**config.mk**
```make
export PLATFORM = sky130hd
export DESIGN_NAME = wft_out
export DESIGN_NICKNAME = d
export VERILOG_FILES = /design/src/rtl/wft_pkg.sv /design/src/rtl/wft_out.sv
export SDC_FILE = /design/constraint.sdc
export NUM_CORES = 1
export LEC_CHECK = 0
export BUFFER_PORTS_ARGS = -buffer_cell sky130_fd_sc_hd__clkbuf_2
export CAP_MARGIN = 20
export CORE_ASPECT_RATIO = 1.75
export CORE_MARGIN = 4
export CORE_UTILIZATION = 40
export CTS_CLUSTER_DIAMETER = 30
export DETAILED_ROUTE_END_ITERATION = 7
export PLACE_DENSITY = 0.78
export REMOVE_ABC_BUFFERS = 1
export SLEW_MARGIN = 15
export SYNTH_ARGS = -nofsm -noshare
export SYNTH_HDL_FRONTEND = slang
export SYNTH_SLANG_ARGS = --single-unit
```
**constraint.sdc**
```tcl
create_clock -name clk -period 1.4 [get_ports clk]
set_input_delay 0.14 -clock clk [delete_from_list [all_inputs] [get_ports clk]]
set_output_delay 0.14 -clock clk [all_outputs]
set_load 0.02 [all_outputs]
```
**src/rtl/wft_pkg.sv**
```systemverilog
`timescale 1ns / 1ps

package wft_pkg;

    // action codes carried in the input tuser
    typedef enum logic [1:0] {
        ACT_TEXT = 2'd0,
        ACT_SORT = 2'd1,
        ACT_READ = 2'd2,
        ACT_NONE = 2'd3
    } action_t;

    localparam logic [7:0]  CH_SPACE = 8'h20;
    localparam logic [7:0]  CH_TAB   = 8'h09;
    localparam logic [7:0]  CH_LF    = 8'h0A;
    localparam logic [7:0]  CH_CR    = 8'h0D;
    localparam logic [7:0]  CH_UP_A  = 8'h41;
    localparam logic [7:0]  CH_UP_Z  = 8'h5A;
    localparam logic [7:0]  CH_LO_A  = 8'h61;
    localparam logic [7:0]  CH_LO_Z  = 8'h7A;
    localparam logic [7:0]  CASE_OFS = 8'h20;
    localparam logic [23:0] FREQ_MAX = 24'hFFFFFF;

    typedef enum logic [4:0] {
        ST_IDLE,
        ST_FL_E,
        ST_FL_L,
        ST_FL_CW,
        ST_FL_C,
        ST_CP_W,
        ST_CP,
        ST_FL_DONE,
        ST_INIT,
        ST_SI,
        ST_SI_RD,
        ST_SI_GET,
        ST_SJ,
        ST_SJ_RD,
        ST_SJ_GET,
        ST_CMP_RD,
        ST_CMP_F,
        ST_CMP_CW,
        ST_CMP_C,
        ST_RQ_RD,
        ST_RQ_GET,
        ST_RQ_W,
        ST_RQ_OUT,
        ST_EMIT_NONE
    } state_t;

    typedef struct packed {
        logic [7:0]  word_char;
        logic [23:0] frequency;
        logic [8:0]  distinct_words;
        logic        entry_valid;
        logic        last_of_run;
        logic        table_full;
        logic        word_cut;
    } result_t;

endpackage

```
**src/rtl/wft_out.sv**
```systemverilog
`timescale 1ns / 1ps

module wft_out (
    input  logic             clk,
    input  logic             rst_n,
    input  logic             push_valid,
    output logic             push_ready,
    input  wft_pkg::result_t push_data,
    output logic             out_valid,
    input  logic             out_ready,
    output wft_pkg::result_t out_data
);

    logic             valid_reg;
    wft_pkg::result_t data_reg;

    assign push_ready = !valid_reg || out_ready;
    assign out_valid  = valid_reg;
    assign out_data   = data_reg;

    always_ff @(posedge clk or negedge rst_n)
    begin
        if (!rst_n)
        begin
            valid_reg <= 1'b0;
        end
        else if (push_ready)
        begin
            valid_reg <= push_valid;
        end
    end

    always_ff @(posedge clk)
    begin
        if (push_ready && push_valid)
        begin
            data_reg <= push_data;
        end
    end

endmodule

```
==> flow_summary.yaml <==
critical_path:
  crit_buf_inv: 1
  crit_required_ns: 1.39
  cp-start-kind: "flop"
  arrival_ns: 1.15
  critPathMaxStageDelay_ns: 0.42
  crit_path_top_delay_cell: "dfrtp_1"
  critical_path.top_delay_family: "flip-flops"
  path_max_fanout: 27
  criticalPathCategory: "flop to flop"
  path_cells: "nand2b_4, and2_4, buf_12"
  crit_path_end_kind: "flop"
detailed_routing:
  dr.pass1.iters: 2
  wl_mm: 2.77
  route.detailed.drc: 0
  first_iter_violations: 5
  num_vias: 837
  drtAntennaViolNets: 0
  via_per_inst: 4.19
  post_drt_wl_per_cell_um: 13.9
floorplanning:
  start_util: 0.413
  ios: 96
  core_area_um2: 3400
  die_area_um2: 4560
  die_w_um: 52.8
  fp.dieH_um: 86.4
  rows: 28
timing:
  max_slew_margin: 0.902
  worst_clock_skew_ns: 0.00194
  fin_crit_ns: 1.16
  setup-tns-final_ns: 0
  hold_violations: 0
  fmax_mhz: 861
  setup_violations: 0
  tightest_slew_ns: 0.148
  finalCritPeriodShare: 0.829
  slew_viol_final: 0
  rsz0062_at_grt: "no"
place:
  io_buffers: 95
  placedCellCount: 191
  dp_hpwl_mm: 2.25
  place.gp.congestion: 0.637
power_and_ir_drop:
  power_density_nw_per_um2: 1270
  p_comb_frac: 0.109
  switching_share: 0.214
  seqPwrFrac: 0.619
  switchingPower_mw: 0.561
  p_leak_nw: 0.914
  p_clk_frac: 0.272
  p_int_mw: 2.06
  ir_drop_mv: 0.884
clocking:
  clk_path_buf_depth: 2
  h-tree-depth: 2
  clkSinkCount: 46
  clock-root-buffer: "clkbuf_8"
  numCtsBuffers: 5
  clock_latency_ns: 0.28
  path_clk_slew_ns: 0.07
  cts_tree: "done"
  cts_resized: 0
synthesis:
  yosys.cell_count.top_type: "edfxtp_1"
  synthTopCellsByArea: "edfxtp_1, dfrtp_1, nand2b_4"
  yosysUniqueCellTypes: 5
  synth-edff-count: 45
  synth_seq_cells: 46
  synth-main-ff-cell: "edfxtp_1"
  yosysTopAreaCellShare: 0.962
  syn_area_um2: 1410
  syn_inst: 49
  avgSynthCellArea_um2: 28.7
  seq_area_frac_synth: 0.980
  synth_top_area_cell: "edfxtp_1"
  async_reset_ff_frac: 0.0217
  yosys_warnings: 0
  synth_common_cells: "edfxtp_1, and2_4, dfrtp_1, nand2b_1, nand2b_4"
global_route:
  grt_pass1_vias: 915
  grt_pass1_wl_mm: 4.17
  grt_antenna_before_repair: 0
  grt.overflow.total: 0
  grtUsageTotal: 0.132
  grt_start_max_net_pins: 28
finish:
  synthToLayoutAreaGrowth_pct: 47.2
  drive_gt1_frac: 0.677
  fin_cells: 200
  layout.nets: 203
  insertedDiodeCount: 0
run:
  max_cap_viol_count: 0
status:
  outcome: "complete, no violations"
hold_path:
  hold_path_class: "input port to flop"
power groups by stage:
stage | combinational [mW] | sequential [mW] | clock [mW]
2_1_floorplan | 0.0341 | 1.75 | 0
3_3_place_gp | 0.282 | 1.65 | 0
3_5_place_dp | 0.290 | 1.65 | 0
4_1_cts | 0.292 | 1.62 | 0.755
5_1_grt | 0.308 | 1.63 | 0.812
6_report | 0.286 | 1.62 | 0.711
cell type report:
type,instances,area [um2]
clock inverter,2,8.76
sequential,46,1380
clock buffer,6,72.6
tap,45,56.3
fill,265,1330
multi-input combinational,3,28.8
timing repair buffer,98,526
layer usage:
| metal | vias to the layer above | share of wire | GRT usage |
|---|---|---|---|
| li1 | 402 | - | - |
| met1 | 379 | 0.29 | 0.118 |
| met2 | 48 | 0.58 | 0.232 |
| met3 | 8 | 0.096 | 0.0602 |
| met4 | 0 | 0.031 | 0.0744 |
| met5 | - | 0 | 0 |
sequential cells by signal (all words and copies together), names as in the netlist:
register / flops
out_valid: 1
out_data: 45
worst paths after layout:
check,startpoint,to,slack (ns),cells after the start
worst max register to register,out_valid$_DFFE_PN0P_,out_data[18]$_DFFE_PP_,0.24,3
max in group asynchronous,rst_n,out_valid$_DFFE_PN0P_,1.16,2
worst min-delay path,push_data[20],out_data[20]$_DFFE_PP_,0.03,1
min in group asynchronous,rst_n,out_valid$_DFFE_PN0P_,0.15,2
worst min register to register,out_valid$_DFFE_PN0P_,out_valid$_DFFE_PN0P_,0.57,2
worst max-delay path,out_valid$_DFFE_PN0P_,out_data[18]$_DFFE_PP_,0.24,3
through the flow:
| stage | cell area (um2) | power [mW] | util | worst slack, ns | hold slack, ns |
|---|---|---|---|---|---|
| 5_1_grt | 2070 | 2.75 | 0.609 | 0.202 | 0.00869 |
| 4_1_cts | 2070 | 2.67 | 0.609 | 0.237 | 0.0164 |
| 6_report | 2070 | 2.62 | 0.609 | 0.239 | 0.0298 |
| 3_5_place_dp | 1980 | 1.94 | 0.582 | 0.246 | -0.0818 |
| 3_3_place_gp | 1980 | 1.93 | 0.582 | 0.280 | -0.0849 |
| 2_1_floorplan | 1410 | 1.78 | - | -0.00278 | -0.156 |
placed cells by master, fill, tap and decap left out:
master and instances:
clkbuf_8 5, clkinv_1 1, dlygate4sd3_1 1, dfrtp_1 1, buf_12 2, clkbuf_1 1
edfxtp_1 45, clkinv_2 1, and2_4 1, nand2b_1 1, nand2b_4 1, clkbuf_2 95
logic make-up after synthesis:
group / count (synthesis) / share of synthesized area
simple gates: 3 / 0.0205
flops: 46 / 0.980
what timing repair did:
| item | 4_1_cts | 5_1_grt |
|---|---|---|
| buffers inserted | 0 | 0 |
| hold endpoints to repair | 1 | 0 |
| hold buffers | 1 | 0 |
No activity file was read; power rests on OpenSTA's default activity.
