===== src/rtl/wft_pkg.sv =====
`timescale 1ns / 1ps

package wft_pkg;

    // action codes carried in the input tuser
    typedef enum logic [1:0] {
        ACT_TEXT = 2'd0,
        ACT_SORT = 2'd1,
        ACT_READ = 2'd2,
        ACT_NONE = 2'd3
    } action_t;

    localparam logic [7:0]  CH_SPACE = 8'h20;
    localparam logic [7:0]  CH_TAB   = 8'h09;
    localparam logic [7:0]  CH_LF    = 8'h0A;
    localparam logic [7:0]  CH_CR    = 8'h0D;
    localparam logic [7:0]  CH_UP_A  = 8'h41;
    localparam logic [7:0]  CH_UP_Z  = 8'h5A;
    localparam logic [7:0]  CH_LO_A  = 8'h61;
    localparam logic [7:0]  CH_LO_Z  = 8'h7A;
    localparam logic [7:0]  CASE_OFS = 8'h20;
    localparam logic [23:0] FREQ_MAX = 24'hFFFFFF;

    typedef enum logic [4:0] {
        ST_IDLE,
        ST_FL_E,
        ST_FL_L,
        ST_FL_CW,
        ST_FL_C,
        ST_CP_W,
        ST_CP,
        ST_FL_DONE,
        ST_INIT,
        ST_SI,
        ST_SI_RD,
        ST_SI_GET,
        ST_SJ,
        ST_SJ_RD,
        ST_SJ_GET,
        ST_CMP_RD,
        ST_CMP_F,
        ST_CMP_CW,
        ST_CMP_C,
        ST_RQ_RD,
        ST_RQ_GET,
        ST_RQ_W,
        ST_RQ_OUT,
        ST_EMIT_NONE
    } state_t;

    typedef struct packed {
        logic [7:0]  word_char;
        logic [23:0] frequency;
        logic [8:0]  distinct_words;
        logic        entry_valid;
        logic        last_of_run;
        logic        table_full;
        logic        word_cut;
    } result_t;

endpackage


===== src/rtl/wft_ctrl.sv =====
`timescale 1ns / 1ps

module wft_ctrl #(
    parameter int TABLE_ENTRIES = 256,
    parameter int MAX_WORD_LEN  = 32,
    localparam int IW = (TABLE_ENTRIES > 1) ? $clog2(TABLE_ENTRIES) : 1,
    localparam int CW = $clog2(TABLE_ENTRIES + 1),
    localparam int LW = $clog2(MAX_WORD_LEN + 1),
    localparam int PW = $clog2(MAX_WORD_LEN),
    localparam int SW = $clog2(TABLE_ENTRIES * MAX_WORD_LEN)
) (
    input  logic             clk,
    input  logic             rst_n,
    input  logic             in_valid,
    output logic             in_ready,
    input  logic [1:0]       in_action,
    input  logic [7:0]       in_byte,
    input  logic [7:0]       in_rank,
    output logic             push_valid,
    input  logic             push_ready,
    output wft_pkg::result_t push_data,
    output logic [SW-1:0]    st_ra_addr,
    output logic [SW-1:0]    st_rb_addr,
    input  logic [7:0]       st_ra_data,
    input  logic [7:0]       st_rb_data,
    output logic             st_we,
    output logic [SW-1:0]    st_waddr,
    output logic [7:0]       st_wdata,
    output logic [IW-1:0]    ln_ra_addr,
    output logic [IW-1:0]    ln_rb_addr,
    input  logic [LW-1:0]    ln_ra_data,
    input  logic [LW-1:0]    ln_rb_data,
    output logic             ln_we,
    output logic [IW-1:0]    ln_waddr,
    output logic [LW-1:0]    ln_wdata,
    input  logic [23:0]      fq_ra_data,
    input  logic [23:0]      fq_rb_data,
    output logic             fq_we,
    output logic [IW-1:0]    fq_waddr,
    output logic [23:0]      fq_wdata,
    output logic [IW-1:0]    rk_raddr,
    input  logic [IW-1:0]    rk_rdata,
    output logic             rk_we,
    output logic [IW-1:0]    rk_waddr,
    output logic [IW-1:0]    rk_wdata
);

    wft_pkg::state_t state_reg, state_next;
    logic [CW-1:0] e_reg, e_next;
    logic [IW-1:0] u_reg, u_next;
    logic [PW-1:0] k_reg, k_next;
    logic [CW-1:0] i_reg, i_next;
    logic [CW-1:0] j_reg, j_next;
    logic [IW-1:0] raddr_reg, raddr_next;
    logic [LW-1:0] plen_reg, plen_next;
    logic [CW-1:0] total_reg, total_next;
    logic          after_reg, after_next;
    logic          full_reg, full_next;
    logic          cut_reg, cut_next;

    // pending word buffer
    logic [7:0]    pend_mem [MAX_WORD_LEN];
    logic [7:0]    pend_q;
    logic          pend_we;
    logic [7:0]    lc_byte;
    logic          is_delim;
    logic          is_letter;
    logic          cmp_done;
    logic          cmp_before;
    logic          k_last_pend;
    logic          k_last_a;

    always_ff @(posedge clk)
    begin
        if (pend_we)
        begin
            pend_mem[plen_reg[PW-1:0]] <= lc_byte;
        end
        pend_q <= pend_mem[k_reg];
    end

    assign lc_byte = (in_byte >= wft_pkg::CH_UP_A && in_byte <= wft_pkg::CH_UP_Z) ?
                     in_byte + wft_pkg::CASE_OFS : in_byte;
    assign is_letter = lc_byte >= wft_pkg::CH_LO_A && lc_byte <= wft_pkg::CH_LO_Z;
    assign is_delim  = in_byte == wft_pkg::CH_SPACE || in_byte == wft_pkg::CH_TAB ||
                       in_byte == wft_pkg::CH_LF || in_byte == wft_pkg::CH_CR;

    assign k_last_pend = (32'(k_reg) + 1) == 32'(plen_reg);
    assign k_last_a    = (32'(k_reg) + 1) == 32'(ln_ra_data);

    // entry a is the searched or inserted entry, entry b the sort neighbor
    assign st_ra_addr = SW'(SW'(e_reg[IW-1:0]) * SW'(MAX_WORD_LEN)) + SW'(k_reg);
    assign st_rb_addr = SW'(SW'(u_reg) * SW'(MAX_WORD_LEN)) + SW'(k_reg);
    assign st_waddr   = st_ra_addr;
    assign st_wdata   = pend_q;
    assign ln_ra_addr = e_reg[IW-1:0];
    assign ln_rb_addr = u_reg;
    assign ln_waddr   = e_reg[IW-1:0];
    assign ln_wdata   = plen_reg;
    assign fq_waddr   = e_reg[IW-1:0];
    assign rk_raddr   = raddr_reg;

    always_ff @(posedge clk or negedge rst_n)
    begin
        if (!rst_n)
        begin
            state_reg <= wft_pkg::ST_IDLE;
            e_reg     <= '0;
            u_reg     <= '0;
            k_reg     <= '0;
            i_reg     <= '0;
            j_reg     <= '0;
            raddr_reg <= '0;
            plen_reg  <= '0;
            total_reg <= '0;
            after_reg <= 1'b0;
            full_reg  <= 1'b0;
            cut_reg   <= 1'b0;
        end
        else
        begin
            state_reg <= state_next;
            e_reg     <= e_next;
            u_reg     <= u_next;
            k_reg     <= k_next;
            i_reg     <= i_next;
            j_reg     <= j_next;
            raddr_reg <= raddr_next;
            plen_reg  <= plen_next;
            total_reg <= total_next;
            after_reg <= after_next;
            full_reg  <= full_next;
            cut_reg   <= cut_next;
        end
    end

    always_comb
    begin
        state_next = state_reg;
        e_next     = e_reg;
        u_next     = u_reg;
        k_next     = k_reg;
        i_next     = i_reg;
        j_next     = j_reg;
        raddr_next = raddr_reg;
        plen_next  = plen_reg;
        total_next = total_reg;
        after_next = after_reg;
        full_next  = full_reg;
        cut_next   = cut_reg;
        in_ready   = 1'b0;
        pend_we    = 1'b0;
        st_we      = 1'b0;
        ln_we      = 1'b0;
        fq_we      = 1'b0;
        fq_wdata   = 24'd1;
        rk_we      = 1'b0;
        rk_waddr   = e_reg[IW-1:0];
        rk_wdata   = e_reg[IW-1:0];
        cmp_done   = 1'b0;
        cmp_before = 1'b0;
        push_valid = 1'b0;
        push_data.word_char      = 8'd0;
        push_data.frequency      = 24'd0;
        push_data.distinct_words = 9'(total_reg);
        push_data.entry_valid    = 1'b0;
        push_data.last_of_run    = 1'b1;
        push_data.table_full     = full_reg;
        push_data.word_cut       = cut_reg;

        unique case (state_reg)
            wft_pkg::ST_IDLE:
            begin
                in_ready = 1'b1;
                if (in_valid)
                begin
                    case (wft_pkg::action_t'(in_action))
                        wft_pkg::ACT_TEXT:
                        begin
                            if (is_delim)
                            begin
                                if (plen_reg != '0)
                                begin
                                    e_next     = '0;
                                    after_next = 1'b0;
                                    state_next = wft_pkg::ST_FL_E;
                                end
                            end
                            else if (is_letter)
                            begin
                                if (32'(plen_reg) < MAX_WORD_LEN)
                                begin
                                    pend_we   = 1'b1;
                                    plen_next = plen_reg + 1'b1;
                                end
                                else
                                begin
                                    cut_next = 1'b1;
                                end
                            end
                        end
                        wft_pkg::ACT_SORT:
                        begin
                            after_next = 1'b1;
                            e_next     = '0;
                            i_next     = '0;
                            state_next = (plen_reg != '0) ? wft_pkg::ST_FL_E :
                                                            wft_pkg::ST_INIT;
                        end
                        wft_pkg::ACT_READ:
                        begin
                            if (32'(in_rank) >= 32'(total_reg))
                            begin
                                state_next = wft_pkg::ST_EMIT_NONE;
                            end
                            else
                            begin
                                raddr_next = IW'(in_rank);
                                state_next = wft_pkg::ST_RQ_RD;
                            end
                        end
                        default:
                        begin
                        end
                    endcase
                end
            end
            // word lookup: one entry per pass, length first
            wft_pkg::ST_FL_E:
            begin
                if (e_reg == total_reg)
                begin
                    if (32'(total_reg) >= TABLE_ENTRIES)
                    begin
                        full_next  = 1'b1;
                        state_next = wft_pkg::ST_FL_DONE;
                    end
                    else
                    begin
                        k_next     = '0;
                        state_next = wft_pkg::ST_CP_W;
                    end
                end
                else
                begin
                    state_next = wft_pkg::ST_FL_L;
                end
            end
            wft_pkg::ST_FL_L:
            begin
                if (ln_ra_data == plen_reg)
                begin
                    k_next     = '0;
                    state_next = wft_pkg::ST_FL_CW;
                end
                else
                begin
                    e_next     = e_reg + 1'b1;
                    state_next = wft_pkg::ST_FL_E;
                end
            end
            wft_pkg::ST_FL_CW:
            begin
                state_next = wft_pkg::ST_FL_C;
            end
            wft_pkg::ST_FL_C:
            begin
                if (st_ra_data != pend_q)
                begin
                    e_next     = e_reg + 1'b1;
                    state_next = wft_pkg::ST_FL_E;
                end
                else if (k_last_pend)
                begin
                    fq_we      = fq_ra_data != wft_pkg::FREQ_MAX;
                    fq_wdata   = fq_ra_data + 24'd1;
                    state_next = wft_pkg::ST_FL_DONE;
                end
                else
                begin
                    k_next     = k_reg + 1'b1;
                    state_next = wft_pkg::ST_FL_CW;
                end
            end
            // new entry: copy the pending word in, one letter a pass
            wft_pkg::ST_CP_W:
            begin
                state_next = wft_pkg::ST_CP;
            end
            wft_pkg::ST_CP:
            begin
                st_we = 1'b1;
                if (k_last_pend)
                begin
                    ln_we      = 1'b1;
                    fq_we      = 1'b1;
                    rk_we      = 1'b1;
                    total_next = total_reg + 1'b1;
                    state_next = wft_pkg::ST_FL_DONE;
                end
                else
                begin
                    k_next     = k_reg + 1'b1;
                    state_next = wft_pkg::ST_CP_W;
                end
            end
            wft_pkg::ST_FL_DONE:
            begin
                plen_next = '0;
                i_next    = '0;
                state_next = after_reg ? wft_pkg::ST_INIT : wft_pkg::ST_IDLE;
            end
            // sort: identity order, then insertion sort
            wft_pkg::ST_INIT:
            begin
                if (i_reg == total_reg)
                begin
                    i_next     = CW'(1);
                    state_next = wft_pkg::ST_SI;
                end
                else
                begin
                    rk_we    = 1'b1;
                    rk_waddr = i_reg[IW-1:0];
                    rk_wdata = i_reg[IW-1:0];
                    i_next   = i_reg + 1'b1;
                end
            end
            wft_pkg::ST_SI:
            begin
                if (i_reg >= total_reg)
                begin
                    state_next = wft_pkg::ST_EMIT_NONE;
                end
                else
                begin
                    raddr_next = i_reg[IW-1:0];
                    state_next = wft_pkg::ST_SI_RD;
                end
            end
            wft_pkg::ST_SI_RD:
            begin
                state_next = wft_pkg::ST_SI_GET;
            end
            wft_pkg::ST_SI_GET:
            begin
                e_next     = CW'(rk_rdata);
                j_next     = i_reg;
                state_next = wft_pkg::ST_SJ;
            end
            wft_pkg::ST_SJ:
            begin
                if (j_reg == '0)
                begin
                    rk_we      = 1'b1;
                    rk_waddr   = '0;
                    i_next     = i_reg + 1'b1;
                    state_next = wft_pkg::ST_SI;
                end
                else
                begin
                    raddr_next = IW'(j_reg - 1'b1);
                    state_next = wft_pkg::ST_SJ_RD;
                end
            end
            wft_pkg::ST_SJ_RD:
            begin
                state_next = wft_pkg::ST_SJ_GET;
            end
            wft_pkg::ST_SJ_GET:
            begin
                u_next     = rk_rdata;
                k_next     = '0;
                state_next = wft_pkg::ST_CMP_RD;
            end
            wft_pkg::ST_CMP_RD:
            begin
                state_next = wft_pkg::ST_CMP_F;
            end
            wft_pkg::ST_CMP_F:
            begin
                if (fq_ra_data != fq_rb_data)
                begin
                    cmp_done   = 1'b1;
                    cmp_before = fq_ra_data > fq_rb_data;
                end
                else if (ln_ra_data != ln_rb_data)
                begin
                    cmp_done   = 1'b1;
                    cmp_before = ln_ra_data > ln_rb_data;
                end
                else
                begin
                    state_next = wft_pkg::ST_CMP_C;
                end
            end
            wft_pkg::ST_CMP_CW:
            begin
                state_next = wft_pkg::ST_CMP_C;
            end
            wft_pkg::ST_CMP_C:
            begin
                if (st_ra_data != st_rb_data)
                begin
                    cmp_done   = 1'b1;
                    cmp_before = st_ra_data < st_rb_data;
                end
                else if (k_last_a)
                begin
                    cmp_done = 1'b1;
                end
                else
                begin
                    k_next     = k_reg + 1'b1;
                    state_next = wft_pkg::ST_CMP_CW;
                end
            end
            // ranked read: one character per result
            wft_pkg::ST_RQ_RD:
            begin
                state_next = wft_pkg::ST_RQ_GET;
            end
            wft_pkg::ST_RQ_GET:
            begin
                e_next     = CW'(rk_rdata);
                k_next     = '0;
                state_next = wft_pkg::ST_RQ_W;
            end
            wft_pkg::ST_RQ_W:
            begin
                state_next = wft_pkg::ST_RQ_OUT;
            end
            wft_pkg::ST_RQ_OUT:
            begin
                push_valid            = 1'b1;
                push_data.word_char   = st_ra_data;
                push_data.frequency   = fq_ra_data;
                push_data.entry_valid = 1'b1;
                push_data.last_of_run = k_last_a;
                if (push_ready)
                begin
                    if (k_last_a)
                    begin
                        state_next = wft_pkg::ST_IDLE;
                    end
                    else
                    begin
                        k_next     = k_reg + 1'b1;
                        state_next = wft_pkg::ST_RQ_W;
                    end
                end
            end
            wft_pkg::ST_EMIT_NONE:
            begin
                push_valid = 1'b1;
                if (push_ready)
                begin
                    state_next = wft_pkg::ST_IDLE;
                end
            end
            default:
            begin
                state_next = wft_pkg::ST_IDLE;
            end
        endcase

        // insertion step outcome: shift neighbor up or drop the word in place
        if (cmp_done)
        begin
            rk_we    = 1'b1;
            rk_waddr = j_reg[IW-1:0];
            if (cmp_before)
            begin
                rk_wdata   = u_reg;
                j_next     = j_reg - 1'b1;
                state_next = wft_pkg::ST_SJ;
            end
            else
            begin
                i_next     = i_reg + 1'b1;
                state_next = wft_pkg::ST_SI;
            end
        end
    end

endmodule


===== config.mk =====
export PLATFORM = sky130hd
export DESIGN_NAME = wft_ctrl
export DESIGN_NICKNAME = d
export VERILOG_FILES = /design/src/rtl/wft_pkg.sv /design/src/rtl/wft_ctrl.sv
export SDC_FILE = /design/constraint.sdc
export NUM_CORES = 1
export LEC_CHECK = 0
export ABC_CLOCK_PERIOD_IN_PS = 2900
export BUFFER_PORTS_ARGS = -buffer_cell sky130_fd_sc_hd__buf_2
export CAP_MARGIN = 20
export CORE_MARGIN = 1.5
export CORE_UTILIZATION = 52
export CTS_CLUSTER_DIAMETER = 30
export CTS_CLUSTER_SIZE = 25
export DETAILED_ROUTE_END_ITERATION = 7
export GPL_ROUTABILITY_DRIVEN = 1
export PLACE_DENSITY = 0.77
export SETUP_SLACK_MARGIN = 0.05
export SLEW_MARGIN = 30
export SYNTH_ARGS = -nofsm -noshare
export SYNTH_HDL_FRONTEND = slang
export SYNTH_SLANG_ARGS = --single-unit

===== constraint.sdc =====
create_clock -name clk -period 2.9 [get_ports clk]
set_input_delay 0.435 -clock clk [delete_from_list [all_inputs] [get_ports clk]]
set_output_delay 0.435 -clock clk [all_outputs]
set_load 0.01 [all_outputs]

==> summary.md <==
| Metric | Value |
|---|---|
| EDFF count, synth | 256 |
| Max Fclk | 0.313 GHz |
| Startpoint types | register |
| Die W | 189 µm |
| Worst-path cell chain | inv_1 -> ha_4 -> nand3_1 -> or4_4 -> nor2b_4 -> buf_8 -> mux2i_2 -> o21ai_2 -> buf_2 |
| Nets | 2044 |
| Post-route DRC | 0 |
| Clk buf depth | 3 |
| First-pass GRT wire length | 87100 µm |
| Rows | 67 |
| Via count | 14662 |
| Headroom to the max-slew limit | 34.2% |
| Synth cell types | 79 |
| Worst Setup End Kind | output port |
| Hold wc startpoint | rk_rdata[1] |
| Net Count, Synth | 1631 |
| Part of the cycle the worst path needs | 110% |
| Post-Syn Instances | 1453 |
| 1st-iter DRT viols | 1712 |
| Yosys warns | 0 |
| Total track usage | 32.5% |
| Async S/R FF share, synth | 21.2% |
| Area growth syn-to-layout | 35.2% |
| I/O Pins | 290 |
| GRT overflow | 0 |
| FILL cells | 2112 |
| ANT nets after route | 0 |
| CP Depth | 9 |
| Internal | 13.2 mW |
| Lkg Pwr | 9.80 nW |
| Hold Fails Final Rpt | 0 |
| Share of cells above drive strength 1 | 43.4% |
| Reg power frac | 29.9% |
| Ranking of synthesized cells by area | edfxtp_1 (43%), dfrtp_1 (9.9%), mux4_2 (9.4%) |
| Net Sw Frac | 32.3% |
| Largest net degree at the start of global routing | 69 |
| Vias in the first global route | 14339 |
| Worst hold path type | primary input to register |
| Max Cap Violations | 0 |
| DR vias/cell | 6.18 |
| CP Max Fanout | 8 |
| Worst R2R Path Depth | 10 |
| Drt wl/cell | 25.1 µm |
| Reg-to-Reg Start | k_reg[0] |
| Initial antenna violation count | 3 |
| Yosys top cell area share | 42.9% |
| Post-Syn Area | 17900 µm² |
| Status | complete, but fails checks |
| Clock network fraction of design power | 41.1% |
| Post-synthesis sequential area ratio | 53.7% |
| Final Max Slew Viols | 0 |
| Core Box Area | 33700 µm² |
| Met2 Wirelength | 29600 µm |
| Hold_ws | 0.124 ns |
| Final setup margin | -0.296 ns |
| Clk slew on worst S/H paths | 0.04 ns |
| Post-synth top area cell | edfxtp_1 |
| Worst Tran Pin Value | 0.988 ns |
| DR WL met3 | 5540 µm |
| Crit path buf inv count | 3 |
| Worst reg-to-reg setup slack | -0.04 ns |
| Setup slack at placement | -0.356 ns |
| CTS Root Cell | clkbuf_16 |
| Initial core utilization | 53.1% |
| Logic gate share of total power | 29.0% |
| Avg Cell Area, Syn | 12.3 µm² |
| Count of final setup violators | 43 |
| Critical Path RT | 2.47 ns |
| CP top delay family | simple AND/OR/NAND/NOR gates |
| Die Height | 189 µm |
| Num CTS Buffers | 68 |
| Worst setup path end | rk_wdata[7] |
| Largest register FFs | 256 |
| Routability cong. | 0.933 |
| Peak VDD IR | 909 µV |
| Final core occ | 71.9% |
| Class of the most critical setup path | register to output port |
| Pwr Density | 807 nW/µm² |
| FF+latch count, synth | 335 |
| Slowest stage delay, CP | 0.47 ns |
| Top layer in use | met4 |
| Net Switching | 6.32 mW |
| Slowest-stage cell, CP | or4_4 |
| Final HPWL DP | 36600 µm |
| Met1 WL | 21600 µm |
| Final wirelength | 59500 µm |
| H-tree depth | 3 |
| DRT Pass-1 Iters | 6 |
| Port Buf Inserts | 289 |
| CP Launch Point | total_reg[6] |
| CP arrival | 2.76 ns |
| Reg2reg end | k_reg[3] |
| TritonCTS clock tree | yes |
| Worst clock skew | 0.0346 ns |
| Tmin final | 3.20 ns |
| Failing checks | setup timing |
| RSZ-0062 raised after global routing | true |
| DIE AREA | 35600 µm² |
| Skew-Pair Late Insertion Delay | 0.58 ns |
| Ys flop type | edfxtp_1 |
| CTS Sinks | 335 |
synth_stat cells, types with 19 or more instances:
library cell  count
a21oi_1          62
and2_1           27
buf_4            60
clkbuf_1         54
dfrtp_1          71
edfxtp_1        256
ha_1             72
inv_1            73
mux4_2           75
nand2_1          72
nand3_1          41
nand4_1          22
nor2_1          150
nor3_1           28
o21ai_0          19
o21ai_1          38
xnor2_1          36
xor2_1           36
stage by stage:
step           cell area [µm²]  setup TNS (ns)  total power, mW  std cells
2_1_floorplan            17900               0             9.00       1453
4_1_cts                  23800           -7.24             19.1       2358
3_5_place_dp             20300          -65.76             10.7       2193
5_1_grt                  24200          -12.12             20.2       2371
3_3_place_gp             20300          -35.68             10.6       2193
6_report                 24200           -8.18             19.5       2371
power groups by stage:
stage | Combinational (mW) | Clock (mW) | Sequential (mW)
after detailed placement | 4.80 | 0 | 5.86
after floorplan | 3.13 | 0 | 5.87
after global routing | 6.00 | 8.30 | 5.87
after CTS | 5.29 | 8.03 | 5.80
final | 5.67 | 8.02 | 5.84
after global placement | 4.73 | 0 | 5.86
cell type report:
class	count	area, µm²	area share (%)
diodes	2	5.00	0.0207
inverters	77	289	1.19
clock inverters	48	618	2.55
well taps	448	561	2.31
multi-input cells	905	8080	33.3
flip-flops and latches	335	9630	39.8
repair buffers	479	3270	13.5
clock buffers	77	1770	7.29
cell families (layout without fill, tap and decap cells):
group,count (synthesis),in the layout,synth area share [%]
AO/OA/AOI/OAI,217,217,7.85
AND/OR/NAND/NOR,432,432,11.9
buffers and inverters,213,681,5.84
XOR/XNOR,73,73,3.65
adder cells (fa/ha/maj),72,72,5.03
other,0,2,0
multiplexers,111,111,12.0
flip-flops,335,335,53.7
layer usage:
metal,vias up,track usage (%)
li1,6217,-
met1,7213,41.0
met2,1030,54.2
met3,202,6.18
met4,0,15.5
met5,-,0
cells in the final DEF (no fill, tap or decap), types with 9 or more instances in the layout:
master,n
buf_2,274
edfxtp_1,256
buf_4,154
nor2_1,92
mux4_2,75
clkbuf_16,69
inv_1,67
dfrtp_1,67
nand2_1,65
ha_1,63
a21oi_1,53
nor2_4,42
nand3_1,39
xor2_1,36
xnor2_1,35
buf_6,34
o21ai_1,30
and2_1,27
nor3_1,24
nand4_1,22
o21ai_0,18
mux2_2,17
nor2_2,16
clkinv_2,13
nor4_1,12
and3_1,11
nor2b_1,10
inv_2,9
nand2b_1,9
or3_1,9
a31oi_1,9
ha_4,9
bufinv_16,9
worst min path at each step:
stage,slack (ns),endpoint,depth (start not counted)
floorplan,0.14,after_reg,0
global placement,0.44,cut_reg,1
detailed placement,0.45,cut_reg,1
CTS,0.11,ln_rb_addr[0],2
global route,0.11,ln_rb_addr[1],2
finish,0.12,ln_rb_addr[1],2
timing repair:
| action | CTS | global route |
|---|---|---|
| setup endpoints to repair | 337 | 160 |
| resized for setup | 181 | 67 |
| endpoints found under the hold margin | 41 | 0 |
| gates cloned | 9 | 3 |
| setup buffers | 30 | 10 |
| hold buffers | 1 | 0 |
| pin swaps | 27 | 15 |
No activity file was read; power rests on OpenSTA's default activity.
